===== config.mk =====
export PLATFORM = sky130hd
export DESIGN_NAME = scalar_kalman_2d_tracker_unit
export DESIGN_NICKNAME = d
export VERILOG_FILES = /design/src/skt_pkg.sv /design/src/skt_divider.sv /design/src/scalar_kalman_2d_tracker_unit.sv
export SDC_FILE = /design/constraint.sdc
export NUM_CORES = 2
export LEC_CHECK = 0
export ABC_AREA = 1
export BUFFER_PORTS_ARGS = -buffer_cell sky130_fd_sc_hd__clkbuf_2
export CAP_MARGIN = 5
export CORE_MARGIN = 4
export CORE_UTILIZATION = 52
export DETAILED_ROUTE_END_ITERATION = 6
export PLACE_DENSITY = 0.69
export SLEW_MARGIN = 25
export SYNTH_ARGS = -nofsm -noshare
export SYNTH_HDL_FRONTEND = slang
export SYNTH_HIERARCHICAL = 1
export SYNTH_SLANG_ARGS = --single-unit

===== constraint.sdc =====
create_clock -name clk -period 17.5 [get_ports clk]
set_clock_uncertainty 0.2 [all_clocks]
set_input_delay 3.5 -clock clk [delete_from_list [all_inputs] [get_ports clk]]
set_output_delay 3.5 -clock clk [all_outputs]
set_load 0.02 [all_outputs]

===== src/skt_pkg.sv =====
// Shared types and constants for the scalar 2D Kalman tracker.
// Holds the operation codes, the register indexes, the microcode word format and the ROM.
// Used by skt_divider and scalar_kalman_2d_tracker_unit; depends on nothing.
`timescale 1ns / 1ps

package skt_pkg;

	// Gain is an unsigned fraction with this many fraction bits, 0 to 1.0 inclusive.
	localparam int GAIN_BITS = 16;
	localparam int GAIN_W    = GAIN_BITS + 1;
	localparam logic [GAIN_W-1:0] GAIN_ONE = GAIN_W'(1) << GAIN_BITS;

	// Configuration register indexes.
	localparam logic CFG_PNV = 1'b0;
	localparam logic CFG_MNV = 1'b1;

	localparam int UPC_W = 4;
	typedef logic [UPC_W-1:0] upc_t;

	typedef enum logic [1:0] {
		FUNC_LOAD       = 2'd0,
		FUNC_PREDICT    = 2'd1,
		FUNC_UPDATE     = 2'd2,
		FUNC_PRED_UPD_R = 2'd3
	} func_t;

	typedef enum logic [3:0] {
		OP_NOP,
		OP_LOAD,
		OP_PRED,
		OP_DIV_INIT,
		OP_DIV_WAIT,
		OP_MUL_X,
		OP_ADD_X,
		OP_MUL_Y,
		OP_ADD_Y,
		OP_MUL_V,
		OP_ADD_V,
		OP_SET_R,
		OP_OUT
	} uc_op_t;

	typedef enum logic [1:0] {
		COND_NEXT,      // go to the next field
		COND_DIV,       // hold while the divider runs, then go to next
		COND_SKIP_F3,   // fall through for func 3, else go to next
		COND_END        // hand over the result, then go idle
	} uc_cond_t;

	typedef struct packed {
		uc_op_t   op;
		uc_cond_t cond;
		upc_t     next;
	} uc_word_t;

	localparam upc_t A_LOAD     = 4'd0;
	localparam upc_t A_PRED     = 4'd1;
	localparam upc_t A_PRED_F3  = 4'd2;
	localparam upc_t A_DIV_INIT = 4'd3;
	localparam upc_t A_DIV_WAIT = 4'd4;
	localparam upc_t A_MUL_X    = 4'd5;
	localparam upc_t A_ADD_X    = 4'd6;
	localparam upc_t A_MUL_Y    = 4'd7;
	localparam upc_t A_ADD_Y    = 4'd8;
	localparam upc_t A_MUL_V    = 4'd9;
	localparam upc_t A_ADD_V    = 4'd10;
	localparam upc_t A_SET_R    = 4'd11;
	localparam upc_t A_OUT      = 4'd12;

	function automatic uc_word_t ucode_rom(input upc_t addr);
		uc_word_t w;
		unique case (addr)
			A_LOAD:     w = '{OP_LOAD,     COND_NEXT,    A_OUT};
			A_PRED:     w = '{OP_PRED,     COND_NEXT,    A_OUT};
			A_PRED_F3:  w = '{OP_PRED,     COND_NEXT,    A_DIV_INIT};
			A_DIV_INIT: w = '{OP_DIV_INIT, COND_NEXT,    A_DIV_WAIT};
			A_DIV_WAIT: w = '{OP_DIV_WAIT, COND_DIV,     A_MUL_X};
			A_MUL_X:    w = '{OP_MUL_X,    COND_NEXT,    A_ADD_X};
			A_ADD_X:    w = '{OP_ADD_X,    COND_NEXT,    A_MUL_Y};
			A_MUL_Y:    w = '{OP_MUL_Y,    COND_NEXT,    A_ADD_Y};
			A_ADD_Y:    w = '{OP_ADD_Y,    COND_NEXT,    A_MUL_V};
			A_MUL_V:    w = '{OP_MUL_V,    COND_NEXT,    A_ADD_V};
			A_ADD_V:    w = '{OP_ADD_V,    COND_SKIP_F3, A_OUT};
			A_SET_R:    w = '{OP_SET_R,    COND_NEXT,    A_OUT};
			A_OUT:      w = '{OP_OUT,      COND_END,     A_OUT};
			default:    w = '{OP_NOP,      COND_NEXT,    A_OUT};
		endcase
		return w;
	endfunction

	function automatic upc_t entry_addr(input func_t f);
		upc_t a;
		unique case (f)
			FUNC_LOAD:       a = A_LOAD;
			FUNC_PREDICT:    a = A_PRED;
			FUNC_UPDATE:     a = A_DIV_INIT;
			FUNC_PRED_UPD_R: a = A_PRED_F3;
		endcase
		return a;
	endfunction

endpackage


===== src/skt_divider.sv =====
// Radix-2 restoring divider for the Kalman gain: floor(p * 2^GAIN_BITS / den).
// One quotient bit per cycle; a zero denominator gives a gain of zero.
// Depends on skt_pkg for the gain width.
`timescale 1ns / 1ps

module skt_divider (
	input  logic                          clk,
	input  logic                          arst_n,
	input  logic                          start,
	input  logic [31:0]                   p,
	input  logic [32:0]                   den,
	output logic                          busy,
	output logic [skt_pkg::GAIN_W-1:0]    gain
);

	localparam int CNT_W = $clog2(skt_pkg::GAIN_W + 1);

	logic [32:0]                rem_q;
	logic [32:0]                den_q;
	logic [skt_pkg::GAIN_W-1:0] quo_q;
	logic [CNT_W-1:0]           cnt_q;
	logic                       nb_q;
	logic                       zero_q;

	logic [33:0] trial;
	logic [33:0] diff;
	logic        fits;

	// The dividend is p followed by GAIN_BITS zeros. Its top bits (p >> 1) are
	// already below the divisor, so only GAIN_W quotient bits remain.
	assign trial = {rem_q, nb_q};
	assign diff  = trial - {1'b0, den_q};
	assign fits  = trial >= {1'b0, den_q};

	always_ff @(posedge clk or negedge arst_n) begin
		if (!arst_n) begin
			cnt_q <= '0;
		end else if (start) begin
			cnt_q <= CNT_W'(skt_pkg::GAIN_W);
		end else if (cnt_q != '0) begin
			cnt_q <= cnt_q - 1'b1;
		end
	end

	always_ff @(posedge clk) begin
		if (start) begin
			rem_q  <= {2'b00, p[31:1]};
			nb_q   <= p[0];
			den_q  <= den;
			quo_q  <= '0;
			zero_q <= den == '0;
		end else if (cnt_q != '0) begin
			rem_q <= fits ? diff[32:0] : trial[32:0];
			nb_q  <= 1'b0;
			quo_q <= {quo_q[skt_pkg::GAIN_W-2:0], fits};
		end
	end

	assign busy = cnt_q != '0;
	assign gain = zero_q ? '0 : quo_q;

endmodule


===== src/scalar_kalman_2d_tracker_unit.sv =====
// Scalar isotropic Kalman tracker for a 2D position: top level with the
// microcode sequencer, the datapath registers and the configuration port.
// Depends on skt_pkg and skt_divider.
`timescale 1ns / 1ps

// The sequencer works on one item at a time. Load and predict go from their
// own step straight to the output step; update and predict-update-reset wait
// for the bit-serial gain divider, then use one shared 33x17 multiplier in
// turn for x, y and the variance. A new input is taken as soon as the
// sequencer is idle, even while the previous result still waits at the
// output register. Configuration writes are always ready and take effect at
// once; write them only while idle.
// FRAC_BITS sets the fixed-point format, which fixes the reset value (1.0) of
// the measurement noise variance.
module scalar_kalman_2d_tracker_unit #(
	parameter int FRAC_BITS = 16
) (
	input  logic               clk,
	input  logic               arst_n,
	input  logic               cfg_valid,
	output logic               cfg_ready,
	input  logic               cfg_index,
	input  logic [31:0]        cfg_data,
	input  logic               in_valid,
	output logic               in_stall,
	input  logic [1:0]         func,
	input  logic signed [31:0] pos_x,
	input  logic signed [31:0] pos_y,
	input  logic [31:0]        load_variance,
	output logic               out_valid,
	input  logic               out_stall,
	output logic signed [31:0] est_x,
	output logic signed [31:0] est_y,
	output logic [31:0]        est_variance
);

	localparam logic [31:0] MNV_RESET = 32'(64'd1 << FRAC_BITS);
	localparam int          PROD_W    = 33 + skt_pkg::GAIN_W;
	localparam logic [PROD_W-1:0] HALF = PROD_W'(1) << (skt_pkg::GAIN_BITS - 1);

	// Sequencer state.
	logic               busy_q;
	skt_pkg::upc_t      upc_q;
	skt_pkg::func_t     func_q;
	skt_pkg::uc_word_t  cw;
	logic               busy_d;
	skt_pkg::upc_t      upc_d;
	logic               in_take;
	logic               out_load;

	// Datapath state.
	logic [31:0]        pnv_q;
	logic [31:0]        mnv_q;
	logic signed [31:0] mean_x_q;
	logic signed [31:0] mean_y_q;
	logic [31:0]        var_q;
	logic signed [31:0] zx_q;
	logic signed [31:0] zy_q;
	logic [31:0]        lvar_q;
	logic [32:0]        mag_x_q;
	logic [32:0]        mag_y_q;
	logic               neg_x_q;
	logic               neg_y_q;
	logic [PROD_W-1:0]  prod_q;
	logic               out_valid_q;
	logic signed [31:0] est_x_q;
	logic signed [31:0] est_y_q;
	logic [31:0]        est_var_q;

	// Datapath logic.
	logic                       div_start;
	logic                       div_busy;
	logic [skt_pkg::GAIN_W-1:0] gain;
	logic [32:0]                den;
	logic [32:0]                pred_sum;
	logic [31:0]                pred_var;
	logic signed [32:0]         innov_x;
	logic signed [32:0]         innov_y;
	logic [32:0]                mul_a;
	logic [skt_pkg::GAIN_W-1:0] mul_b;
	logic [PROD_W-1:0]          rounded;
	logic [33:0]                step;
	logic signed [31:0]         moved_x;
	logic signed [31:0]         moved_y;
	logic [31:0]                scaled_var;

	function automatic logic signed [31:0] move_mean(input logic signed [31:0] m,
			input logic [33:0] d, input logic neg);
		logic signed [35:0] m_ext;
		logic signed [35:0] d_ext;
		logic signed [35:0] sum;
		logic signed [31:0] res;
		m_ext = 36'(m);
		d_ext = $signed({2'b00, d});
		sum   = neg ? m_ext - d_ext : m_ext + d_ext;
		if (sum > 36'sh0_7FFF_FFFF) begin
			res = 32'sh7FFF_FFFF;
		end else if (sum < -36'sh0_8000_0000) begin
			res = -32'sh8000_0000;
		end else begin
			res = sum[31:0];
		end
		return res;
	endfunction

	assign cw       = skt_pkg::ucode_rom(upc_q);
	assign in_stall = busy_q;
	assign in_take  = in_valid && !in_stall;
	assign out_load = busy_q && cw.op == skt_pkg::OP_OUT && !(out_valid_q && out_stall);

	// Next microcode address.
	always_comb begin
		busy_d = busy_q;
		upc_d  = upc_q;
		if (!busy_q) begin
			if (in_take) begin
				busy_d = 1'b1;
				upc_d  = skt_pkg::entry_addr(skt_pkg::func_t'(func));
			end
		end else begin
			unique case (cw.cond)
				skt_pkg::COND_NEXT: begin
					upc_d = cw.next;
				end
				skt_pkg::COND_DIV: begin
					if (!div_busy) begin
						upc_d = cw.next;
					end
				end
				skt_pkg::COND_SKIP_F3: begin
					upc_d = (func_q == skt_pkg::FUNC_PRED_UPD_R) ? upc_q + 1'b1 : cw.next;
				end
				skt_pkg::COND_END: begin
					if (out_load) begin
						busy_d = 1'b0;
					end
				end
			endcase
		end
	end

	// Control outputs decoded from the current control word.
	always_comb begin
		div_start = busy_q && cw.op == skt_pkg::OP_DIV_INIT;
		mul_a     = mag_x_q;
		mul_b     = gain;
		unique case (cw.op)
			skt_pkg::OP_MUL_Y: begin
				mul_a = mag_y_q;
			end
			skt_pkg::OP_MUL_V: begin
				mul_a = {1'b0, var_q};
				mul_b = skt_pkg::GAIN_ONE - gain;
			end
			default: begin
				mul_a = mag_x_q;
			end
		endcase
	end

	always_ff @(posedge clk or negedge arst_n) begin
		if (!arst_n) begin
			busy_q <= 1'b0;
			upc_q  <= skt_pkg::A_LOAD;
		end else begin
			busy_q <= busy_d;
			upc_q  <= upc_d;
		end
	end

	assign cfg_ready = 1'b1;

	always_ff @(posedge clk or negedge arst_n) begin
		if (!arst_n) begin
			pnv_q <= '0;
			mnv_q <= MNV_RESET;
		end else if (cfg_valid && cfg_ready) begin
			unique case (cfg_index)
				skt_pkg::CFG_PNV: pnv_q <= cfg_data;
				skt_pkg::CFG_MNV: mnv_q <= cfg_data;
			endcase
		end
	end

	skt_divider u_div (
		.clk    (clk),
		.arst_n (arst_n),
		.start  (div_start),
		.p      (var_q),
		.den    (den),
		.busy   (div_busy),
		.gain   (gain)
	);

	assign den        = {1'b0, var_q} + {1'b0, mnv_q};
	assign pred_sum   = {1'b0, var_q} + {1'b0, pnv_q};
	assign pred_var   = pred_sum[32] ? 32'hFFFF_FFFF : pred_sum[31:0];
	assign innov_x    = 33'(zx_q) - 33'(mean_x_q);
	assign innov_y    = 33'(zy_q) - 33'(mean_y_q);
	assign rounded    = prod_q + HALF;
	assign step       = rounded[PROD_W-1:skt_pkg::GAIN_BITS];
	assign moved_x    = move_mean(mean_x_q, step, neg_x_q);
	assign moved_y    = move_mean(mean_y_q, step, neg_y_q);
	assign scaled_var = (step[33:32] != 2'b00) ? 32'hFFFF_FFFF : step[31:0];

	// State registers; the mean and variance reset to zero.
	always_ff @(posedge clk or negedge arst_n) begin
		if (!arst_n) begin
			mean_x_q <= '0;
			mean_y_q <= '0;
			var_q    <= '0;
		end else if (busy_q) begin
			unique case (cw.op)
				skt_pkg::OP_LOAD: begin
					mean_x_q <= zx_q;
					mean_y_q <= zy_q;
					var_q    <= lvar_q;
				end
				skt_pkg::OP_PRED:  var_q    <= pred_var;
				skt_pkg::OP_ADD_X: mean_x_q <= moved_x;
				skt_pkg::OP_ADD_Y: mean_y_q <= moved_y;
				skt_pkg::OP_ADD_V: var_q    <= scaled_var;
				skt_pkg::OP_SET_R: var_q    <= mnv_q;
				default: begin
					var_q <= var_q;
				end
			endcase
		end
	end

	// Operand and product registers.
	always_ff @(posedge clk) begin
		if (in_take) begin
			func_q <= skt_pkg::func_t'(func);
			zx_q   <= pos_x;
			zy_q   <= pos_y;
			lvar_q <= load_variance;
		end
		// The innovations are taken as the divider starts; the means are
		// still untouched at that point.
		if (div_start) begin
			neg_x_q <= innov_x[32];
			neg_y_q <= innov_y[32];
			mag_x_q <= innov_x[32] ? 33'(-innov_x) : 33'(innov_x);
			mag_y_q <= innov_y[32] ? 33'(-innov_y) : 33'(innov_y);
		end
		prod_q <= mul_a * mul_b;
	end

	// Output register: one result per item, held until its transfer.
	always_ff @(posedge clk or negedge arst_n) begin
		if (!arst_n) begin
			out_valid_q <= 1'b0;
		end else if (out_load) begin
			out_valid_q <= 1'b1;
		end else if (!out_stall) begin
			out_valid_q <= 1'b0;
		end
	end

	always_ff @(posedge clk) begin
		if (out_load) begin
			est_x_q   <= mean_x_q;
			est_y_q   <= mean_y_q;
			est_var_q <= var_q;
		end
	end

	assign out_valid    = out_valid_q;
	assign est_x        = est_x_q;
	assign est_y        = est_y_q;
	assign est_variance = est_var_q;

`ifndef NO_ASSERTIONS
	a_out_from_ucode: assert property (@(posedge clk) disable iff (!arst_n)
		$rose(out_valid_q) |-> $past(busy_q && cw.op == skt_pkg::OP_OUT))
		else $error("result raised without the output step");

	a_div_done_before_mul: assert property (@(posedge clk) disable iff (!arst_n)
		(busy_q && cw.op == skt_pkg::OP_MUL_X) |-> !div_busy)
		else $error("gain used while the divider is still running");

	a_take_starts_program: assert property (@(posedge clk) disable iff (!arst_n)
		in_take |=> busy_q && (upc_q <= skt_pkg::A_PRED_F3 || upc_q == skt_pkg::A_DIV_INIT))
		else $error("accepted item did not start at an entry point");

	a_upc_in_range: assert property (@(posedge clk) disable iff (!arst_n)
		busy_q |-> upc_q <= skt_pkg::A_OUT)
		else $error("microcode address out of range");
`endif

endmodule

**Yosys cells after proc, flatten, opt, wreduce, memory -nomap -nowiden**

Memories as Yosys holds them, arrays and structs flattened.
Cells that the tools add are included.

- Output and inout port bits: 99
- Bits in registers: 568
- Input bits: 136
- Memories kept: 1
- ROM bits: 160
- Logic and storage cells: 130

Memory list:

| name | words | bits a word | read ports | clocked after Yosys merged registers in | write ports | line | text |
|---|---|---|---|---|---|---|---|
| (no name shown) | 16 | 10 | 1 | 0 | 0 | skt_pkg.sv:72 | `unique case (addr)` |

- $mul: 1
- Reductions and logical operators: 23
- Add/sub/neg operators: 15
- Bitwise gates (word level): 1
- Muxes and demuxes: 35
- Order comparisons: 5
- Equality and inequality tests: 20

Operator list:

| cell | count |
|---|---|
| $mux W32 | 8 |
| $pmux W32 S2 | 2 |
| $pmux W32 S4 | 1 |
| $add A32 B35 Y36 | 2 |
| $gt A36 B32 Y1 const B | 2 |
| $lt A36 B32 Y1 const B | 2 |
| $mux W36 | 2 |
| $sub A32 B35 Y36 | 2 |
| $add A32 B32 Y33 | 2 |
| $neg A33 Y33 | 2 |
| $pmux W33 S2 | 1 |
| $sub A32 B32 Y33 | 2 |
| $mux W31 | 2 |
| $add A50 B16 Y50 const B | 1 |
| $mul A33 B17 Y50 | 1 |
| $ge A34 B33 Y1 | 1 |
| $mux W17 | 2 |
| $logic_not A33 Y1 | 1 |
| $mux W33 | 1 |
| $sub A33 B33 Y33 | 1 |
| $eq A4 B4 Y1 const B | 5 |
| $sub A17 B17 Y17 const A | 1 |
| $mux W4 | 4 |
| $pmux W4 S4 | 1 |
| other kinds (22) | 51 |

**Depth between registers and ports, before layout**

- Depth after elaboration: 7
- Gate-level depth with buffers: 40
- Gate-level depth less buffers: 38

**By module**

The synthesis kept the hierarchy.

Modules (own cells, without submodules):

| module | seq. area each (um^2) | instances | area an instance (um^2) | cells an instance |
|---|---|---|---|---|
| scalar_kalman_2d_tracker_unit | 12,723.5 | 1 | 51,748.4 | 6,768 |
| skt_divider | 2,487.4 | 1 | 6,168.4 | 851 |

**Least setup slack after synthesis**

Ideal clock, no wire load.

- Kind: reg-to-reg
- From: reg upc_q[0]
- To: reg u_div.nb_q, enable pin
- Setup time: 0.409 ns
- Setup slack: 7.008 ns
- Data arrival time: 9.883 ns
- Path buffers: 2
- Stages on the path, launching flop included: 10
- Period minus slack after synthesis: 10.492 ns
- Required time: 16.891 ns
- Cell sequence: dfrtp_1 > inv_1 > ha_1 > o22ai_4 > nand2_1 > nor3_1 > clkbuf_1 > nor2_1 > inv_2 > buf_1

- Longest elaborated chain between the ends: 4

Ends and longest elaborated chain:

| item | line | text |
|---|---|---|
| from (decl) | scalar_kalman_2d_tracker_unit.sv:43 | `skt_pkg::upc_t upc_q;` |
| from (signal assigned) | scalar_kalman_2d_tracker_unit.sv:164 | `upc_q <= skt_pkg::A_LOAD;` |
| from (signal assigned) | scalar_kalman_2d_tracker_unit.sv:167 | `upc_q <= upc_d;` |
| $mem_v2 Z16 W10 | n/a |  |
| $eq A4 B2 Y1 | scalar_kalman_2d_tracker_unit.sv:144 | `div_start = busy_q && cw.op == skt_pkg::OP_DIV_INIT;` |
| $logic_and A1 B1 Y1 | scalar_kalman_2d_tracker_unit.sv:144 |  |
| net div_start | scalar_kalman_2d_tracker_unit.sv:71 | `logic div_start;` |
| $reduce_bool A2 Y1 (no line) | n/a |  |
| to (signal assigned) | skt_divider.sv:48 | `nb_q <= p[0];` |
| to (decl) | skt_divider.sv:22 | `logic nb_q;` |

The timed path passes the listed nets, and every way through them passes these cells.
A chain may end at the register's enable or synchronous reset.

**Final worst setup path**

- From: reg upc_q[1]
- To: reg prod_q[46]

- Longest elaborated chain between the ends: 4
- Elaborated cells between the ends (all ways): 6
- Classes of those cells: mul: 1; eq/ne: 2; mux: 2; memory: 1

Ends and longest elaborated chain:

| item | line | text |
|---|---|---|
| $mem_v2 Z16 W10 * | n/a |  |
| $eq A4 B4 Y1 or $eq A4 B3 Y1 (tied branches) | scalar_kalman_2d_tracker_unit.sv:147 | `unique case (cw.op)` |
| $pmux W33 S2 or $mux W17 (tied branches) | scalar_kalman_2d_tracker_unit.sv:147 |  |
| $mul A33 B17 Y50 * | scalar_kalman_2d_tracker_unit.sv:247 | `prod_q <= mul_a * mul_b;` |
| to (signal assigned) | scalar_kalman_2d_tracker_unit.sv:247 |  |
| to (decl) | scalar_kalman_2d_tracker_unit.sv:64 | `logic [PROD_W-1:0] prod_q;` |

Every way passes the cells marked *; elsewhere a longest branch is shown, timed or not.

==> impl_metrics.toml <==
[floorplanning]
ioPinCount = 235
fp.coreArea_um2 = 111000
row_count = 122
floorplan.initialDensity_pct = 52.3
die-height_um = 342
die_w_um = 342
die-area_um2 = 117000

[logic_synthesis]
syn-instance-count = 7619
async_reset_ff_share_pct = 30.9
synth_seq_area_share_pct = 26.3
synth_ff_type = "edfxtp_1"
synth_area_leader_cell = "edfxtp_1"
syn_avg_cell_area_um2 = 7.60
ys_ff_latch = 553
synth_edf_count = 328
synth.top_cell.area_share_pct = 17.0
mappedNetlistArea_um2 = 57900
yosysWarnings = 6
syn_nets = 8591
yosys-top-cells-area = "edfxtp_1, fa_1, nand2_1, inv_1, ha_1"
ys_types = 64

[cts]
cts_hold_buffers = 0
cts_sinks = 553
postCtsSetupBuffers = 0
cts_tree = "done"
clock_path_buffers = 3
root_buffer = "clkbuf_16"
cts-resized-gates = 0
cts_buffers = 66
htreeDepth = 3
clkLatencyLatePin_ns = 0.65
path_clk_slew_ns = 0.06

[critical_path]
cp.arrival_ns = 10.46
crit_path_end_kind = "flip-flop"
cp.required_ns = 17.86
cp_max_fo = 28
path_class = "flip-flop to flip-flop"
critPathSlowestCell = "clkinv_1"
cp-start-kind = "flip-flop"
critical-path-max-stage-delay_ns = 1.12

[global_route]
antenna_found_initial = 5
grt_overflow = 0
grt_use_total_pct = 34.3
grt_max_degree = 71
grt_pass1_vias = 50645
grt_pass1_wl_um = 305000

[drt]
detail_route.iter0.violations = 4806
drc = 1
vias = 51808
routed_wl_um = 201000
firstDrtPassIters = 7
vias_per_cell = 5.56
wl_per_cell_um = 21.6
ant_nets = 0

[placed_design]
dp_hpwl_um = 164000
port_buffers = 233
gp_congestion = 1.02

[layout]
area_delta_synth_final_pct = 8.17
drive_gt1_share_pct = 7.51
final_net_count = 8748

[sta]
rsz0062_at_grt = "no"
worst_pin_slew_ns = 1.11
slew_viol_final = 0
min_period_ns = 10.10
hold_viol = 0
report.final.setup_viol = 0
slew_headroom_pct = 24.9
fmax_mhz = 99.0
fin_crit_sh_pct = 57.7
tns_ns = 0

[run_status]
violations = "design-rule violations"
status = "complete, but fails checks"

[job]
drv_cap = 0

[min_path]
min_path_type = "flip-flop to flip-flop"
## kinds of logic after synthesis
logic type      share of synthesized area (%)
xor+xnor                                 4.58
compound gates                           11.3
buf+inv                                  10.1
fa+ha+maj                                24.1
flops                                    26.3
other cells                           0.00647
simple gates                             23.7
## synth_stat cells, types with 6 or more instances
cell type	number
dfrtp_1	170
inv_1	1274
nor2_2	16
nor2_4	14
o21a_1	73
xor2_1	210
a21o_1	34
dfxtp_1	54
o22ai_1	18
a221oi_1	19
nand3_1	238
clkinv_1	11
nand2_4	8
inv_2	26
buf_2	52
nand3_4	7
o211ai_1	23
xnor2_1	91
nand3_2	7
a22o_1	16
buf_4	10
a31oi_1	32
o21ai_1	34
fa_1	469
nand3b_1	29
a21boi_0	16
nor2_1	747
a21oi_2	27
buf_6	7
or2_1	10
ha_1	367
edfxtp_1	328
nand2_2	58
a21oi_1	379
clkbuf_1	116
nand2_1	1982
nor3_1	49
nand4_1	70
o21bai_1	29
nor4_1	21
and2_1	6
o21ai_0	414
or2_2	8
## cells in the final DEF, fill, tap and decap left out, types with 9 or more instances in the layout
cell type / instances
nor4_1: 21
nand3_1: 238
nor2_2: 18
xor2_1: 206
o21ai_1: 32
clkbuf_2: 232
dfxtp_1: 54
nand4_1: 70
a21boi_0: 16
a21o_1: 34
fa_1: 469
nor2_1: 744
clkbuf_16: 68
edfxtp_1: 328
o21a_1: 73
clkinv_2: 9
nor3_1: 48
nor2_4: 15
a21oi_1: 374
a22o_1: 16
buf_4: 47
a21oi_2: 31
inv_2: 30
o21bai_1: 29
ha_1: 367
o22ai_1: 18
o21ai_0: 414
nand2_4: 10
nand2_1: 1980
or2_1: 10
a31oi_1: 32
clkbuf_1: 16
clkinv_1: 13
a221oi_1: 19
nand2_2: 58
xnor2_1: 90
o211ai_1: 23
inv_1: 1272
dfrtp_1: 170
nand3b_1: 29
## worst max-delay path: cells and delay by family (launching register included)
kind | cells | cell delay (ns)
AOI/OAI and AO/OA | 5 | 1.70
xor gates and xnor gates | 2 | 0.82
adders and majority gates | 8 | 3.72
buffers and inverters | 6 | 1.75
DFF | 1 | 0.42
and+or+nand+nor | 8 | 1.36
## final cells by class
class                   count  area [um^2]
multi-input cells        5563        37000
repair buffers            280         1530
diodes                      3         7.51
well taps                1488         1860
inverters                1312         4930
clock buffers              88         1810
flip-flops and latches    553        15200
fillers                 10627        48000
clock inverters            32          323
## stage by stage
step,cells,utilization [%],hold WS [ns],setup WS [ns],area [um^2]
after CTS,9316,56.6,0.281,7.59,62600
after floorplan,7619,-,0.249,7.01,57900
after global routing,9316,56.6,0.307,6.97,62600
final,9319,56.6,0.286,7.40,62600
after global placement,9196,54.7,0.271,7.71,60500
after detailed placement,9196,54.7,0.271,7.61,60500
## registers in the layout (all words and copies together), names as in the netlist, 4 cells and up
register / cells
upc_q: 4
u_div/den_q: 33
u_div/cnt_q: 5
lvar_q: 32
var_q: 32
mean_y_q: 32
zy_q: 32
mnv_q: 32
mag_x_q: 33
mag_y_q: 33
est_y: 32
mean_x_q: 32
zx_q: 32
u_div/rem_q: 33
pnv_q: 32
est_x: 32
u_div/quo_q: 17
prod_q: 35
est_variance: 32
## worst paths after layout
path | cells past startpoint | start | slack, ns | endpoint
setup / recovery | 29 | upc_q[1] | 7.40 | prod_q[46]
hold / removal | 2 | u_div/rem_q[31] | 0.29 | u_div/rem_q[31]
setup reg to reg | 29 | upc_q[1] | 7.40 | prod_q[46]
hold reg to reg | 2 | u_div/rem_q[31] | 0.29 | u_div/rem_q[31]
max in group asynchronous | 3 | arst_n | 12.35 | mnv_q[1]
min in group asynchronous | 1 | arst_n | 2.62 | mean_x_q[26]
## routing by layer
metal,vias up,global-route usage (%),part of all wire (%)
met2,2223,53.5,44
met3,412,5.07,8.1
met5,-,0,0.013
li1,24451,-,-
met1,24718,47.4,42
met4,4,15.7,5.5
Power is not shown: default switching activity piles up to over one toggle a cycle in this logic, so the estimate is an artifact.
